File: src/rtl/core/tsmc_pkg.sv
`timescale 1ns / 1ps
`default_nettype none
// ----------------------------------------------------------------------------
// Timed shutter motor controller package
// Codes, item layouts and control-state type shared by the controller files.
// ----------------------------------------------------------------------------
package tsmc_pkg;

  // Configuration registers are all this wide.
  localparam int CFG_WIDTH       = 16;
  localparam int CFG_INDEX_WIDTH = 1;

  localparam logic [CFG_INDEX_WIDTH-1:0] CFG_TRAVEL_UP   = 1'd0;
  localparam logic [CFG_INDEX_WIDTH-1:0] CFG_TRAVEL_DOWN = 1'd1;

  typedef enum logic [2:0] {
    OP_TICK       = 3'd0,
    OP_REQ_OPEN   = 3'd1,
    OP_REQ_CLOSE  = 3'd2,
    OP_REQ_STOP   = 3'd3,
    OP_TRIGGER    = 3'd4,
    OP_RESTORE    = 3'd5
  } opcode_t;

  typedef enum logic [2:0] {
    ST_CLOSED  = 3'd0,
    ST_CLOSING = 3'd1,
    ST_OPEN    = 3'd2,
    ST_OPENING = 3'd3,
    ST_STOPPED = 3'd4
  } shutter_state_t;

  typedef enum logic [1:0] {
    CMD_RAISE = 2'd0,
    CMD_LOWER = 2'd1,
    CMD_HALT  = 2'd2,
    CMD_NONE  = 2'd3
  } command_t;

  typedef struct packed {
    logic [2:0] opcode;
    logic [2:0] restore_state;
    logic [1:0] restore_command;
  } item_t;

  typedef struct packed {
    logic       motor_on;
    logic       move_up;
    logic [2:0] shutter_state;
    logic [1:0] executed_command;
    logic       report_valid;
    logic       trigger_pending;
  } result_t;

  // Control state of the controller, apart from the travel timer.
  typedef struct packed {
    shutter_state_t state;
    command_t       wanted;
    command_t       done;
    logic           pending;
    logic           trig;
    logic           moving;
    logic           going_up;
  } ctrl_t;

endpackage
`default_nettype wire

File: src/rtl/core/tsmc_if.sv
`timescale 1ns / 1ps
`default_nettype none
// ----------------------------------------------------------------------------
// Timed shutter motor controller channels
// Valid/ready channels for event requests in and status results out.
// ----------------------------------------------------------------------------
interface tsmc_item_if;
  import tsmc_pkg::*;

  logic  valid;
  logic  ready;
  item_t data;

  modport source (output valid, output data, input ready);
  modport sink (input valid, input data, output ready);
endinterface

interface tsmc_result_if;
  import tsmc_pkg::*;

  logic    valid;
  logic    ready;
  result_t data;

  modport source (output valid, output data, input ready);
  modport sink (input valid, input data, output ready);
endinterface
`default_nettype wire

File: src/rtl/core/tsmc_step.sv
`timescale 1ns / 1ps
`default_nettype none
// ----------------------------------------------------------------------------
// Timed shutter motor controller step
// Applies one event to the control state, then runs command execution and
// the travel timeout check.
// ----------------------------------------------------------------------------
module tsmc_step #(
  parameter int TIMER_WIDTH = 16
) (
  input  tsmc_pkg::item_t                   item,
  input  tsmc_pkg::ctrl_t                   ctrl,
  input  logic [TIMER_WIDTH:0]              elapsed,
  input  logic [tsmc_pkg::CFG_WIDTH-1:0]    travel_up,
  input  logic [tsmc_pkg::CFG_WIDTH-1:0]    travel_down,
  output tsmc_pkg::ctrl_t                   ctrl_next,
  output logic [TIMER_WIDTH:0]              elapsed_next,
  output logic                              report
);
  import tsmc_pkg::*;

  localparam int EW   = TIMER_WIDTH + 1;
  localparam int LIMW = (TIMER_WIDTH < CFG_WIDTH) ? TIMER_WIDTH : CFG_WIDTH;

  logic [EW-1:0] limit;

  always_comb begin
    ctrl_next    = ctrl;
    elapsed_next = elapsed;
    report       = 1'b0;
    limit        = '0;

    case (item.opcode)
      OP_TICK: begin
        if (elapsed != {EW{1'b1}}) begin
          elapsed_next = elapsed + EW'(1);
        end
      end
      OP_REQ_OPEN: begin
        if (ctrl.done != CMD_RAISE) begin
          ctrl_next.wanted  = CMD_RAISE;
          ctrl_next.pending = 1'b1;
        end
      end
      OP_REQ_CLOSE: begin
        if (ctrl.done != CMD_LOWER) begin
          ctrl_next.wanted  = CMD_LOWER;
          ctrl_next.pending = 1'b1;
        end
      end
      OP_REQ_STOP: begin
        if (ctrl.done != CMD_HALT) begin
          ctrl_next.wanted  = CMD_HALT;
          ctrl_next.pending = 1'b1;
        end
      end
      OP_TRIGGER: begin
        ctrl_next.trig = 1'b1;
      end
      OP_RESTORE: begin
        // Saved states beyond the known set come back as stopped.
        if (item.restore_state > 3'(ST_STOPPED)) begin
          ctrl_next.state = ST_STOPPED;
        end else begin
          ctrl_next.state = shutter_state_t'(item.restore_state);
        end
        ctrl_next.wanted   = command_t'(item.restore_command);
        ctrl_next.done     = command_t'(item.restore_command);
        ctrl_next.pending  = 1'b0;
        ctrl_next.trig     = 1'b0;
        ctrl_next.moving   = 1'b0;
        ctrl_next.going_up = 1'b1;
        elapsed_next       = '0;
      end
      default: begin
      end
    endcase

    if (ctrl_next.pending && ctrl_next.trig) begin
      ctrl_next.pending = 1'b0;
      ctrl_next.trig    = 1'b0;
      case (ctrl_next.wanted)
        CMD_RAISE: begin
          ctrl_next.state    = ST_OPENING;
          ctrl_next.moving   = 1'b1;
          ctrl_next.going_up = 1'b1;
          elapsed_next       = '0;
          report             = 1'b1;
        end
        CMD_LOWER: begin
          ctrl_next.state    = ST_CLOSING;
          ctrl_next.moving   = 1'b1;
          ctrl_next.going_up = 1'b0;
          elapsed_next       = '0;
          report             = 1'b1;
        end
        CMD_HALT: begin
          ctrl_next.state    = ST_STOPPED;
          ctrl_next.moving   = 1'b0;
          ctrl_next.going_up = 1'b1;
          report             = 1'b1;
        end
        default: begin
        end
      endcase
      ctrl_next.done = ctrl_next.wanted;
    end

    if (ctrl_next.going_up) begin
      limit = EW'(travel_up[LIMW-1:0]);
    end else begin
      limit = EW'(travel_down[LIMW-1:0]);
    end

    if (ctrl_next.moving && (elapsed_next > limit)) begin
      if (ctrl_next.state == ST_OPENING) begin
        ctrl_next.state = ST_OPEN;
      end else if (ctrl_next.state == ST_CLOSING) begin
        ctrl_next.state = ST_CLOSED;
      end
      ctrl_next.moving   = 1'b0;
      ctrl_next.going_up = 1'b1;
      report             = 1'b1;
    end
  end

endmodule
`default_nettype wire

File: src/rtl/core/timed_shutter_motor_controller_top.sv
`timescale 1ns / 1ps
`default_nettype none
// A request accepted into the input register is applied by the step when the
// result register is free or being emptied, and its result is registered there.
// Throughput: one request per cycle while the receiver keeps taking results.
// Reset (rst, synchronous, active high) empties both registers, clears the
// travel times to zero and puts the shutter in the closed state, no command.
// ----------------------------------------------------------------------------
// Timed shutter motor controller
// Latches open/close/stop requests, runs them on a trigger and stops the
// motor once the travel time for its direction has passed.
// ----------------------------------------------------------------------------
module timed_shutter_motor_controller_top #(
  parameter int TIMER_WIDTH = 16
) (
  input  logic                                   clk,
  input  logic                                   rst,
  input  logic                                   cfg_write,
  input  logic [tsmc_pkg::CFG_INDEX_WIDTH-1:0]   cfg_index,
  input  logic [tsmc_pkg::CFG_WIDTH-1:0]         cfg_data,
  tsmc_item_if.sink                              item,
  tsmc_result_if.source                          result
);
  import tsmc_pkg::*;

  // Travel times in timer ticks; only the low TIMER_WIDTH bits take part in
  // the timeout compare.
  logic [CFG_WIDTH-1:0] travel_up;
  logic [CFG_WIDTH-1:0] travel_down;

  // Input register: holds one accepted request until the step consumes it.
  logic  in_valid;
  item_t in_item;

  // Controller state. The reported state of the original controller always
  // equals the current state, so only the latter is kept.
  ctrl_t                ctrl;
  ctrl_t                ctrl_next;
  logic [TIMER_WIDTH:0] elapsed;
  logic [TIMER_WIDTH:0] elapsed_next;
  logic                 report;

  // Result register.
  logic    out_valid;
  result_t out_data;

  logic advance;

  // The step fires whenever the input register holds a request and the result
  // register is free or being emptied, and the input register reloads in the same
  // cycle, so requests flow at one per cycle while the receiver keeps up.
  assign advance     = in_valid && (!out_valid || result.ready);
  assign item.ready  = !in_valid || advance;
  assign result.valid = out_valid;
  assign result.data  = out_data;

  always_ff @(posedge clk) begin
    if (rst) begin
      travel_up   <= '0;
      travel_down <= '0;
    end else if (cfg_write) begin
      case (cfg_index)
        CFG_TRAVEL_UP:   travel_up   <= cfg_data;
        CFG_TRAVEL_DOWN: travel_down <= cfg_data;
        default: begin
        end
      endcase
    end
  end

  always_ff @(posedge clk) begin
    if (rst) begin
      in_valid <= 1'b0;
    end else if (item.valid && item.ready) begin
      in_valid <= 1'b1;
    end else if (advance) begin
      in_valid <= 1'b0;
    end
  end

  always_ff @(posedge clk) begin
    if (item.valid && item.ready) begin
      in_item <= item.data;
    end
  end

  tsmc_step #(
    .TIMER_WIDTH (TIMER_WIDTH)
  ) u_step (
    .item         (in_item),
    .ctrl         (ctrl),
    .elapsed      (elapsed),
    .travel_up    (travel_up),
    .travel_down  (travel_down),
    .ctrl_next    (ctrl_next),
    .elapsed_next (elapsed_next),
    .report       (report)
  );

  always_ff @(posedge clk) begin
    if (rst) begin
      ctrl.state    <= ST_CLOSED;
      ctrl.wanted   <= CMD_NONE;
      ctrl.done     <= CMD_NONE;
      ctrl.pending  <= 1'b0;
      ctrl.trig     <= 1'b0;
      ctrl.moving   <= 1'b0;
      ctrl.going_up <= 1'b1;
      elapsed       <= '0;
    end else if (advance) begin
      ctrl    <= ctrl_next;
      elapsed <= elapsed_next;
    end
  end

  always_ff @(posedge clk) begin
    if (rst) begin
      out_valid <= 1'b0;
    end else if (advance) begin
      out_valid <= 1'b1;
    end else if (result.ready) begin
      out_valid <= 1'b0;
    end
  end

  // The status reflects the state after the request has been applied.
  always_ff @(posedge clk) begin
    if (advance) begin
      out_data.motor_on         <= ctrl_next.moving;
      out_data.move_up          <= ctrl_next.going_up;
      out_data.shutter_state    <= ctrl_next.state;
      out_data.executed_command <= ctrl_next.done;
      out_data.report_valid     <= report;
      out_data.trigger_pending  <= ctrl_next.trig;
    end
  end

  // A running motor always belongs to an opening or closing travel.
  a_moving_state : assert property (@(posedge clk) disable iff (rst)
    ctrl.moving |-> (ctrl.state == ST_OPENING || ctrl.state == ST_CLOSING))
    else $error("motor running outside a travel state");

  // The direction relay rests in the upward position whenever the motor is off.
  a_idle_up : assert property (@(posedge clk) disable iff (rst)
    !ctrl.moving |-> ctrl.going_up)
    else $error("direction relay not released while idle");

  // Downward motion only while closing.
  a_down_closing : assert property (@(posedge clk) disable iff (rst)
    (ctrl.moving && !ctrl.going_up) |-> (ctrl.state == ST_CLOSING))
    else $error("downward motion outside closing");

  // A latched trigger and a pending command are consumed together.
  a_no_stale_pair : assert property (@(posedge clk) disable iff (rst)
    !(ctrl.pending && ctrl.trig))
    else $error("pending command left beside a latched trigger");

  // Control state only changes when a request is processed.
  a_state_hold : assert property (@(posedge clk) disable iff (rst)
    !advance |=> $stable(ctrl))
    else $error("control state changed without a request");

endmodule
`default_nettype wire

File: src/flat_wrapper.sv
// flat-port wrapper written by rule: the top's interface ports become plain ports
module timed_shutter_motor_controller_top_flat import tsmc_pkg::*;
#(
  parameter int TIMER_WIDTH = 16
)
  (clk, rst, cfg_write, cfg_index, cfg_data, item_valid, item_data, item_ready, result_valid, result_data, result_ready);
  tsmc_item_if item_i ();
  tsmc_result_if result_i ();
  input  logic clk;
  input  logic rst;
  input  logic cfg_write;
  input  logic [tsmc_pkg::CFG_INDEX_WIDTH-1:0] cfg_index;
  input  logic [tsmc_pkg::CFG_WIDTH-1:0] cfg_data;
  input wire logic [$bits(item_i.valid)-1:0] item_valid;
  input wire logic [$bits(item_i.data)-1:0] item_data;
  output wire logic [$bits(item_i.ready)-1:0] item_ready;
  output wire logic [$bits(result_i.valid)-1:0] result_valid;
  output wire logic [$bits(result_i.data)-1:0] result_data;
  input wire logic [$bits(result_i.ready)-1:0] result_ready;
  assign item_i.valid = item_valid;
  assign item_i.data = item_data;
  assign item_ready = item_i.ready;
  assign result_valid = result_i.valid;
  assign result_data = result_i.data;
  assign result_i.ready = result_ready;
  timed_shutter_motor_controller_top #(.TIMER_WIDTH(TIMER_WIDTH)) u_core (.clk(clk), .rst(rst), .cfg_write(cfg_write), .cfg_index(cfg_index), .cfg_data(cfg_data), .item(item_i), .result(result_i));
endmodule
File: config.mk
export PLATFORM = sky130hd
export DESIGN_NAME = timed_shutter_motor_controller_top_flat
export DESIGN_NICKNAME = d
export VERILOG_FILES = /design/src/rtl/core/tsmc_pkg.sv /design/src/rtl/core/tsmc_if.sv /design/src/rtl/core/tsmc_step.sv /design/src/rtl/core/timed_shutter_motor_controller_top.sv /design/src/flat_wrapper.sv
export SDC_FILE = /design/constraint.sdc
export NUM_CORES = 1
export LEC_CHECK = 0
export BUFFER_PORTS_ARGS = -buffer_cell sky130_fd_sc_hd__buf_2
export CELL_PAD_IN_SITES_DETAIL_PLACEMENT = 1
export CELL_PAD_IN_SITES_GLOBAL_PLACEMENT = 1
export CORE_MARGIN = 2
export CORE_UTILIZATION = 50
export CTS_BUF_LIST = sky130_fd_sc_hd__clkbuf_8
export DETAILED_ROUTE_END_ITERATION = 8
export PLACE_DENSITY = 0.86
export RECOVER_POWER = 25
export SETUP_SLACK_MARGIN = 0.15
export SYNTH_ARGS = -nofsm -noshare
export SYNTH_HDL_FRONTEND = slang
export SYNTH_SLANG_ARGS = --single-unit
File: constraint.sdc
create_clock -name clk -period 7 [get_ports clk]
set_input_delay 1.4 -clock clk [delete_from_list [all_inputs] [get_ports clk]]
set_output_delay 1.4 -clock clk [all_outputs]
set_load 0.01 [all_outputs]
Word-level counts from Yosys, hierarchy flattened
Index checks and enable logic that the tools add are counted.
- register bits: 79
- input port bits: 30
- output and inout port bits: 11
- word-level logic and storage cells: 86
- add/sub/neg operators: 1
- order comparisons: 2
- eq/ne operators: 12
- multiplexer cells: 32
- bitwise operators: 1
- reductions and logical operators: 17
- operators by type and width (operator ; count):
    $mux 17 ; 3
    $pmux 17 s2 ; 1
    $mux 3 ; 6
    $add 17x1->17 const B ; 1
    $gt 17x17->1 ; 1
    $ne 17x17->1 const B ; 1
    $mux 16 ; 1
    $mux 2 ; 6
    $eq 3x2->1 const B ; 3
    $mux 1 ; 9
    $pmux 3 s3 ; 1
    $pmux 2 s4 ; 1
    $eq 3x1->1 const B ; 2
    $eq 3x3->1 const B ; 2
    $mux 6 ; 1
    $pmux 2 s3 ; 1
    $reduce_bool 2->1 ; 3
    $logic_and 1x1->1 ; 4
    $pmux 1 s4 ; 1
    $reduce_and 2->1 ; 2
    $gt 3x3->1 const B ; 1
    $logic_not 3->1 ; 1
    $reduce_or 3->1 ; 1
    $eq 2x1->1 const B ; 1
    9 further kinds ; 11

Depth between registers and ports, before layout
Gate-level depths: netlist (run 1).
- depth in word-level cells: 10
- mapped depth: 17
- gate-level depth less buffers: 15

Hierarchy
From an unflattened synthesis (run 1), not the netlist that was laid out.
- cell total of the unflattened synthesis: 496
- area, all modules: 4454.3 µm²
- by module, submodules not included (module ; times used ; cells each ; area an instance (µm²) ; seq. area each (µm²)):
    timed_shutter_motor_controller_top ; 1 ; 291 ; 2952.8 ; 1751.7
    tsmc_step ; 1 ; 205 ; 1501.4 ; 0.0

Worst setup path before layout (run 1)
OpenSTA, ideal clock, no wires.
- path kind: reg2reg
- start point: register u_core.in_item[6] in the netlist's numbering
- end point: register u_core.out_data (netlist bit u_core.result.data[1]) (data pin)
- setup time: 0.262 ns
- arrival time: 3.684 ns
- data required time: 6.738 ns
- setup slack: 3.053 ns
- cell stages (with the launch flop): 17
- buffers on the path: 2
- path through: edfxtp_1 > buf_4 > nor2b_1 > a2bb2oi_1 > o221ai_1 > nor3_2 > o21ai_4 > buf_6 > mux2i_1 > ha_1 > a211oi_1 > nor2_1 > a2111oi_0 > o311ai_0 > a22oi_4 > nor2_2 > or2_2
- word-level cells in the longest chain between the ends: 8
- RTL lines (item ; line ; source):
    start, declared ; timed_shutter_motor_controller_top.sv:33 ; item_t in_item;
    start signal, assigned ; timed_shutter_motor_controller_top.sv:83 ; in_item <= item.data;
    $eq 3x3->1, or another cell as far along ; tsmc_step.sv:33 ; case (item.opcode)
    $pmux 2 s4 ; tsmc_step.sv:33 ;
    $eq 2x2->1, or another cell as far along ; tsmc_step.sv:82 ; case (ctrl_next.wanted)
    $pmux 2 s3 / $reduce_or 2->1 (equally long branches) ; - ;
    $mux 6 / $mux 17 (equally long branches) ; tsmc_step.sv:79, tsmc_step.sv:82 ;
    $mux 16 / $mux 17 (equally long branches) ; tsmc_step.sv:109, tsmc_step.sv:79 ;
    $gt 17x17->1 ; tsmc_step.sv:115 ; if (ctrl_next.moving && (elapsed_next > limit)) begin
    $logic_and 1x1->1 ; tsmc_step.sv:115 ;
    end, declared ; timed_shutter_motor_controller_top.sv:45 ; result_t out_data;
Several ways; a longest one is shown, not always the timed one.
A chain may end at the register's enable or synchronous reset.

Worst setup path in the final report (run 1)
- start point: register u_core.in_item[7] in the netlist's numbering
- end point: register u_core.out_data (netlist bit u_core.result.data[1]) (data pin)
The elaborated chain is that of the path after synthesis.

==> impl_metrics.tcl, run 1 <==
set metrics [dict create \
    status "finished with violations" \
    violations "capacitance limit, slew limit" \
    syn-num-nets 547 \
    yosys.cell_types.count 55 \
    slew_headroom_pct -28.8 \
    clk_pin_slew_ns 0.09 \
    first_pass_iters 4 \
    ys_seq_area_share_pct 42.2 \
    drc_errors 0 \
    period_share_pct 74.6 \
    async_flop_share_pct 0 \
    core_region_area_um2 8130 \
    hold_path.class "register to register" \
    ctsResizeCount 0 \
    die-area_um2 9040 \
    die_w_um 95.1 \
    gp_congestion 0.870 \
    clkLatencyLatePin_ns 0.35 \
    n_fill_cell 986 \
    setup_violations 0 \
    routed_wl_um 11400 \
    cts_htree_levels 3 \
    final_cells 633 \
    antenna_found_initial 0 \
    syn_inst 500 \
    ctsHoldBuffers 0 \
    ys_ff_latch 79 \
    chipHeight_um 95.1 \
    synth_compound_area_share_pct 19.0 \
    place_ws_ns 1.87 \
    layout-drive-gt1-share_pct 13.4 \
    final.setup_skew_ns 0.0143 \
    finalSetupTns_ns 0 \
    cts_tree "yes" \
    synth_area_leaders "dfxtp_1, edfxtp_1, nand2_1, a21oi_1, ha_1" \
    yosys.area_share.xor_xnor_pct 0 \
    cts.path.max_buffers 2 \
    synth_top_family_by_area "simple AND/OR/NAND/NOR gates" \
    drt-initial-drc-count 141 \
    startpoint_type "register" \
    clock-sinks 79 \
    synth-simple-area-share_pct 24.9 \
    grt_overflow 0 \
    finalPower_mw 0.941 \
    diodes 0 \
    grt.total_usage_pct 27.1 \
    dp_hpwl_um 8300 \
    avgSynthCellArea_um2 8.30 \
    rr_worst_depth 14 \
    crit_path_end_kind "register" \
    synthAdderAreaFrac_pct 5.13 \
    ir_worst_vdd_mv 0.117 \
    max_freq_mhz 191 \
    clockRootBuffer "clkbuf_8" \
    rsz0062_at_grt "no" \
    final_core_util_pct 55.8 \
    worst_pin_slew_ns 1.93 \
    hold_depth 2 \
    synth-edff-count 17 \
    initial_core_util_pct 51.0 \
    tritoncts.num_buffers 9 \
    slew_violations 43 \
    synthesis.area_um2 4150 \
    postCtsSetupRepairBufs 0 \
    r2r_end "u_core.result.data[1]$_SDFFCE_PP1P_" \
    finalHoldViolCount 0 \
    total_leakage_power_nw 1.79 \
    rows 33 \
    pin_count 41 \
    ant_nets 0 \
    finalCriticalPeriod_ns 5.22 \
    min_from "u_core.travel_up[4]$_SDFFE_PP0P_" \
    synth_top_area_cell "dfxtp_1" \
    viasPerCell 5.88 \
    power_density_nw_per_um2 207 \
    fin_ws_ns 1.78 \
    multi_input_area_um2 2220 \
    synth_mux_area_share_pct 4.37 \
    regArea_um2 1750 \
    vias 3723 \
    arrival_ns 5.33 \
    cp_max_fo 26 \
    min_to "u_core.travel_up[4]$_SDFFE_PP0P_" \
    grt_pass1_vias 3855 \
    final_nets 570 \
    yosysTopAreaCellShare_pct 29.9 \
    yosys_warnings 0 \
    ff2ff_setup_slack_ns 1.78 \
    syn2layout_area_growth_pct 9.44 \
    crit_type "register to register" \
    synth_flop_cell "dfxtp_1" \
    crit_required_ns 7.11 \
    wl_per_cell_um 18.0 \
    cap_violations 1 \
    r2r-start "u_core.in_item[7]$_DFFE_PP_" \
    grt_max_degree 43 \
    grt_first_pass_wirelength_um 18800 \
    placed_cells 617 \
    port-buffer-count 40 \
]
==> worst max-delay path, stage by stage, from the launching register on <==
cell	delay (ns)
edfxtp_1	0.50
nor2b_1	0.24
nand2_2	0.44
o21ai_1	0.33
nor3_2	0.91
o21ai_4	0.39
mux2i_1	0.29
ha_1	0.29
a21oi_1	0.14
o21ai_0	0.12
a2111oi_0	0.44
o311ai_0	0.24
a22oi_4	0.26
nor2_2	0.07
or2_2	0.30
==> cells in the mapped netlist (2+ instances only) <==
cell type,number
buf_2,6
edfxtp_1,17
a31oi_1,8
nor2_1,32
buf_6,2
nand3_1,22
and2_1,9
dfxtp_1,62
a22o_1,5
inv_1,10
a211oi_1,4
nor4_1,3
nor3b_1,2
ha_1,17
nand2_1,104
nand2b_1,5
o211ai_1,2
o311ai_0,2
mux2i_1,17
nor2b_1,6
and3_1,2
a21oi_1,48
nand4_1,12
clkbuf_1,18
nor3_1,13
buf_4,2
buf_1,2
o31ai_1,5
a31o_2,2
a32o_1,4
and3b_1,2
or2_2,4
o21ai_0,29
==> registers in the layout (all words and copies together) (netlist names) <==
name and count:
u_core.travel_up 16, u_core.ctrl 11, u_core.travel_down 16, u_core.result.data 9, u_core.result.valid 1, u_core.in_item 8, u_core.elapsed 17, u_core.in_valid 1
==> worst max-delay path by stage <==
| stage | from | end | slack [ns] |
|---|---|---|---|
| after floorplan | u_core.in_item[6]$_DFFE_PP_ | u_core.result.data[1]$_SDFFCE_PP1P_ | 3.05 |
| after global placement | u_core.in_item[7]$_DFFE_PP_ | u_core.result.data[1]$_SDFFCE_PP1P_ | 2.09 |
| after detailed placement | u_core.in_item[7]$_DFFE_PP_ | u_core.result.data[1]$_SDFFCE_PP1P_ | 1.87 |
| after CTS | u_core.in_item[7]$_DFFE_PP_ | u_core.result.data[1]$_SDFFCE_PP1P_ | 1.86 |
| after global routing | u_core.in_item[6]$_DFFE_PP_ | u_core.result.data[7]$_DFFE_PP_ | 1.60 |
| final | u_core.in_item[7]$_DFFE_PP_ | u_core.result.data[1]$_SDFFCE_PP1P_ | 1.78 |
==> layout make-up <==
class	count	share of cell area, %
multi-input cells	381	48.8
flip-flops and latches	79	38.6
repair buffers	42	4.71
well taps	105	2.89
clock buffers	9	2.73
clock inverters	7	1.43
inverters	10	0.827
==> cell families after synthesis <==
logic type / Yosys count
and+or+nand+nor: 223
DFF: 79
AOI/OAI and AO/OA: 123
adders and majority gates: 17
buffers and inverters: 40
muxes: 18
==> per-layer routing <==
layer | vias up | share of wire (%) | global-route usage (%)
met4 | 0 | 1.4 | 6.88
li1 | 1825 | - | -
met2 | 87 | 48 | 46.1
met5 | - | 0 | 0
met1 | 1793 | 45 | 35.7
met3 | 18 | 4.9 | 4.90
==> through the flow <==
stage | area [um2] | hold slack, ns
2_1_floorplan | 4150 | 0.433
5_1_grt | 4540 | 0.475
3_3_place_gp | 4350 | 0.442
6_report | 4540 | 0.456
4_1_cts | 4540 | 0.457
3_5_place_dp | 4350 | 0.447
==> report_power, final <==
group | total, mW | internal, mW | switching (mW)
sequential | 0.495 | 0.483 | 0.0112
clock | 0.334 | 0.163 | 0.171
combinational | 0.111 | 0.0395 | 0.0720
==> layout by cell type (no fill, tap or decap), types with 4 or more instances in the layout <==
cell type,synthesis,final
or2_2,4,4
and2_1,9,8
nand2b_1,5,5
o31ai_1,5,5
mux2i_1,17,17
buf_2,6,39
dfxtp_1,62,62
nor2b_1,6,6
a21oi_1,48,48
nor2_1,32,32
o21ai_0,29,29
a31oi_1,8,8
ha_1,17,17
nor3_1,13,13
a211oi_1,4,4
clkbuf_8,0,9
a32o_1,4,4
nand4_1,12,12
inv_1,10,12
nand2_1,104,104
a22o_1,5,5
edfxtp_1,17,17
nand3_1,22,22
Power figures use the tool's default switching activity.
==> run 2, diff against run 1 <==
Settings changed: ABC_AREA set to 1, CORE_UTILIZATION 50 to 45, PLACE_DENSITY 0.86 to 0.8.
Clock period 7 ns to 5.3 ns, I/O delays scaled along.
==> impl_metrics.tcl, run 2 <==
set metrics [dict create \
    status "finished, final reports clean" \
    dp_hpwl_um 8310 \
    crit_required_ns 5.41 \
    drc_errors 0 \
    clk_pin_slew_ns 0.09 \
    clkLatencyLatePin_ns 0.35 \
    synth-edff-count 17 \
    ir_worst_vdd_mv 0.143 \
    finalHoldViolCount 0 \
    finalCriticalPeriod_ns 4.12 \
    async_flop_share_pct 0 \
    synth_top_area_cell "dfxtp_1" \
    use_met3_pct 2.79 \
    cts_htree_levels 3 \
    yosys_warnings 0 \
    cap_violations 0 \
    clockRootBuffer "clkbuf_8" \
    yosys-top-cells-count "nor2_1, nand2_1, o21ai_0" \
    period_share_pct 77.7 \
    tritoncts.num_buffers 9 \
    mostFrequentLayoutCell "nor2_1" \
    setup_violations 0 \
    routed_wl_um 11000 \
    avgSynthCellArea_um2 7.55 \
    r2r-start "u_core.in_item[7]$_DFFE_PP_" \
    grt_first_pass_wirelength_um 18200 \
    core_region_area_um2 9110 \
    worst_pin_slew_ns 0.776 \
    arrival_ns 4.23 \
    vias 3753 \
    grt_overflow 0 \
    largestRegisters "u_core.elapsed x17, u_core.travel_down x16, u_core.travel_up x16" \
    cp_slowest_stage_delay_ns 0.62 \
    first_pass_iters 4 \
    crit_type "register to register" \
    hold_path.class "register to register" \
    cts.path.max_buffers 2 \
    cp_top_family "simple AND/OR/NAND/NOR gates" \
    power_density_nw_per_um2 306 \
    crit_start "u_core.in_item[7]$_DFFE_PP_" \
    max_freq_mhz 243 \
    die-area_um2 10000 \
    final.setup_skew_ns 0.0101 \
    drt-initial-drc-count 107 \
    synth_flop_cell "dfxtp_1" \
    gr-usage-met1_pct 29.1 \
    n_fill_cell 1180 \
    synthesis.area_um2 4170 \
    ant_nets 0 \
    ctsHoldBuffers 0 \
    diodes 0 \
    startpoint_type "register" \
    yosysTopAreaCellShare_pct 29.8 \
    rsz0062_at_grt "no" \
    final_cell_mix "nor2_1, nand2_1, o21ai_0" \
    finalSetupTns_ns 0 \
    grt_use_met2_pct 39.6 \
    grt.total_usage_pct 22.7 \
    top_register "u_core.elapsed" \
    chipHeight_um 100 \
    critPathBufInv 2 \
    grt_busiest_layer "met2" \
    slew_headroom_pct 48.3 \
    final_nets 634 \
    grt_max_degree 40 \
    port-buffer-count 40 \
    die_w_um 100 \
    cts_tree "yes" \
    antenna_found_initial 0 \
    layout-drive-gt1-share_pct 13.9 \
    ys_seq_area_share_pct 42.0 \
    crit_path_frequent_cell "nand2_1" \
    ctsResizeCount 0 \
    slowest_stage "a21oi_4" \
    ys_ff_latch 79 \
    pin_count 41 \
    synth_area_leaders "dfxtp_1, edfxtp_1, o21ai_0, nor2_1, nand2_1" \
    viasPerCell 5.34 \
    cp_max_fo 18 \
    total_leakage_power_nw 2.10 \
    largest_reg_flops 17 \
    syn2layout_area_growth_pct 11.7 \
    crit_path_end_kind "register" \
    min_from "u_core.travel_up[0]$_SDFFE_PP0P_" \
    slew_violations 0 \
    rows 35 \
    syn-num-nets 599 \
    initial_core_util_pct 45.7 \
    wl_per_cell_um 15.7 \
    clock-sinks 79 \
    syn_inst 552 \
    gp_congestion 0.961 \
    yosys.cell_types.count 41 \
    hold_ws_ns 0.476 \
    yosys.cell_count.top_type "nor2_1" \
    grt_pass1_vias 3792 \
    final_core_util_pct 51.1 \
    postCtsSetupRepairBufs 0 \
]
## run 2: per-layer routing
layer / wire (um) / share of wire [%] / up-vias
met5: 0 / 0 / -
met4: 172 / 1.6 / 0
met3: 357 / 3.2 / 16
met2: 5410 / 49 / 68
met1: 5100 / 46 / 1767
li1: - / - / 1902
## run 2: final timing paths
check | slack, ns | endpoint | cells after the start
setup / recovery | 1.18 | u_core.result.data[4]$_DFFE_PP_ | 26
hold / removal | 0.48 | u_core.travel_up[0]$_SDFFE_PP0P_ | 2
setup reg to reg | 1.18 | u_core.result.data[4]$_DFFE_PP_ | 26
hold reg to reg | 0.48 | u_core.travel_up[0]$_SDFFE_PP0P_ | 2
## run 2: cells by family after synthesis
group / Yosys count / synth area share, %
and+or+nand+nor: 221 / 22.6
AOI/OAI and AO/OA: 133 / 17.9
buffers and inverters: 85 / 8.32
DFF: 79 / 42.0
adders and majority gates: 17 / 5.11
muxes: 16 / 3.84
xor gates and xnor gates: 1 / 0.210
## run 2: power by group
part           switching [mW]  internal (mW)
clock                   0.241          0.267
combinational           0.151         0.0849
sequential             0.0268          0.655
## run 2: worst min-delay path, stage by stage (launching register included)
cell and delay (ns):
dfxtp_1 0.30, inv_1 0.07, a21oi_1 0.06
## run 2: per-stage QoR
stage | power [mW] | instance area [um2] | cells | worst slack (ns)
5_1_grt | 1.49 | 4650 | 703 | 0.813
4_1_cts | 1.44 | 4660 | 703 | 1.16
6_report | 1.43 | 4650 | 703 | 1.18
3_3_place_gp | 0.918 | 4440 | 687 | 1.42
3_5_place_dp | 0.930 | 4440 | 687 | 1.29
2_1_floorplan | 0.859 | 4170 | 552 | 2.09
## run 2: layout make-up
class                      count  area (um2)  area share [%]
inverter                      65         246            5.30
clock buffer                   9         124            2.66
multi-input combinational    388        2070            44.4
clock inverter                 7        96.3            2.07
timing repair buffer          44         229            4.92
sequential                    79        1750            37.6
tap                          111         139            2.98
==> run 3, diff against run 2 <==
Settings changed: CORE_UTILIZATION 45 to 41, PLACE_DENSITY 0.8 to 0.77.
Clock period 5.3 ns to 3.3 ns, I/O delays scaled along.
==> impl_metrics.tcl, run 3 (synthesis gave the netlist of run 2 again) <==
set metrics [dict create \
    status "finished with violations" \
    violations "capacitance limit, slew limit, setup timing" \
    largestRegisters "u_core.elapsed x17, u_core.travel_down x16, u_core.travel_up x16" \
    port-buffer-count 40 \
    p_switching_mw 0.687 \
    p_seq_share_pct 47.2 \
    ctsHoldBuffers 0 \
    syn2layout_area_growth_pct 22.9 \
    r2r-start "u_core.in_item[7]$_DFFE_PP_" \
    pin_count 41 \
    hold_depth 2 \
    arrival_ns 3.56 \
    finalHoldViolCount 0 \
    top_register "u_core.elapsed" \
    crit_start "u_core.in_item[7]$_DFFE_PP_" \
    cts_htree_levels 3 \
    grt_first_pass_wirelength_um 19400 \
    r2r_end "u_core.result.data[1]$_SDFFCE_PP1P_" \
    n_fill_cell 1272 \
    cts.path.max_buffers 2 \
    drt-initial-drc-count 135 \
    total_leakage_power_nw 2.34 \
    grt_pass1_vias 4091 \
    final_cell_mix "nor2_1, nand2_1, o21ai_0" \
    design_area_um2 5120 \
    rsz0062_at_grt "yes" \
    die-area_um2 11000 \
    ir_worst_vdd_mv 0.205 \
    cp_max_fo 7 \
    finalCriticalPeriod_ns 3.45 \
    cts_tree "yes" \
    initial_core_util_pct 42.4 \
    cp_slowest_stage_delay_ns 0.49 \
    rows 36 \
    die_w_um 105 \
    path_cells "nor2_4, o211ai_2, o211ai_2, nand2_2, nand2_2, nand2_4, nor2_8, inv_4, a21oi_4, buf_12, buf_12, mux2i_1, ha_1, a21oi_1, o21a_1, nand2_1, nand2_1, nand2_1, nand2_1, nand2_1, nand2_2, nand2_2, nand2_1, nand3_1" \
    ff2ff_setup_slack_ns -0.15 \
    vias 4007 \
    startpoint_type "register" \
    diodes 0 \
    clockRootBuffer "clkbuf_8" \
    swShare_pct 29.8 \
    ant_nets 0 \
    layout-drive-gt1-share_pct 23.1 \
    grt_overflow 0 \
    power_density_nw_per_um2 451 \
    mostFrequentLayoutCell "nor2_1" \
    largest_reg_flops 17 \
    p_comb_share_pct 20.5 \
    crit_path_frequent_cell "nand2_1" \
    antenna_found_initial 0 \
    first_pass_iters 4 \
    routed_wl_um 11700 \
    crit_path_end_kind "register" \
    final.setup_skew_ns 0.0105 \
    viasPerCell 5.18 \
    grt.total_usage_pct 21.8 \
    drc_errors 0 \
    period_share_pct 105 \
    tritoncts.num_buffers 9 \
    slew_violations 50 \
    clock-sinks 79 \
    chipHeight_um 105 \
    core_region_area_um2 9820 \
    place_area_um2 4720 \
    dp_hpwl_um 8190 \
    fin_ws_ns -0.149 \
    setup_violations 7 \
    clk_pin_slew_ns 0.09 \
    grt_max_degree 55 \
    p_int_mw 1.62 \
    crit_required_ns 3.41 \
    crit_type "register to register" \
    cap_violations 1 \
    hold_ws_ns 0.465 \
    slowest_stage "edfxtp_1" \
    clkLatencyLatePin_ns 0.36 \
    power_frac_clock_pct 32.3 \
    final_nets 682 \
    worst_pin_slew_ns 1.92 \
    max_freq_mhz 290 \
    rr_worst_depth 24 \
    gp_congestion 0.879 \
    wl_per_cell_um 15.1 \
    slew_headroom_pct -27.7 \
    critPathCapture "u_core.result.data[1]$_SDFFCE_PP1P_" \
    hold_path.class "register to register" \
]
==> run 3: how the worst min path moves through the flow <==
stage / startpoint / to
5_1_grt: item_data[3] / u_core.in_item[3]$_DFFE_PP_
3_5_place_dp: u_core.travel_up[0]$_SDFFE_PP0P_ / u_core.travel_up[0]$_SDFFE_PP0P_
6_report: u_core.travel_up[0]$_SDFFE_PP0P_ / u_core.travel_up[0]$_SDFFE_PP0P_
4_1_cts: item_data[3] / u_core.in_item[3]$_DFFE_PP_
2_1_floorplan: u_core.travel_up[0]$_SDFFE_PP0P_ / u_core.travel_up[0]$_SDFFE_PP0P_
3_3_place_gp: u_core.travel_up[0]$_SDFFE_PP0P_ / u_core.travel_up[0]$_SDFFE_PP0P_
==> run 3: cell type report <==
type	instances	area, um2	share of cell area [%]
inverter	65	246	4.81
multi-input combinational	388	2120	41.5
clock buffer	10	138	2.69
sequential	79	1750	34.2
tap	133	166	3.25
clock inverter	6	58.8	1.15
timing repair buffer	92	634	12.4
==> run 3: power by group through the flow <==
stage	logic (mW)	clock network (mW)	registers [mW]
after floorplan	0.274	0	1.11
after global placement	0.410	0	1.11
after detailed placement	0.427	0	1.11
after CTS	0.461	0.762	1.09
after global routing	0.533	0.798	1.10
final	0.474	0.745	1.09
==> run 3: per-stage QoR <==
stage	cells	utilization [%]	total power, mW	setup TNS [ns]	setup slack, ns
after floorplan	552	-	1.38	0	0.142
after global placement	740	48.1	1.52	0	0.0293
after detailed placement	740	48.1	1.54	-0.459	-0.118
after CTS	769	51.5	2.31	-0.340	-0.0896
after global routing	773	52.2	2.43	-2.36	-0.395
final	773	52.2	2.31	-0.660	-0.149
==> run 3: repair_timing <==
item                       4_1_cts  5_1_grt
pin swaps                        4        9
buffers inserted                12        4
setup endpoints to repair        7        7
resized for setup                6       15
cloned                           1        0
==> run 3: metal layers <==
layer / global-route usage (%) / part of all wire [%]
met1: 28.9 / 48
met2: 36.4 / 48
met3: 2.99 / 2.2
met4: 7.33 / 1.7
met5: 0 / 0
==> run 3: worst max-delay path, delay by kind of cell, from the launching register on <==
family	cells	cell delay, ns
buf+inv	3	0.34
mux	1	0.20
fa+ha+maj	1	0.27
flops	1	0.49
compound gates	5	0.75
simple gates	14	1.14
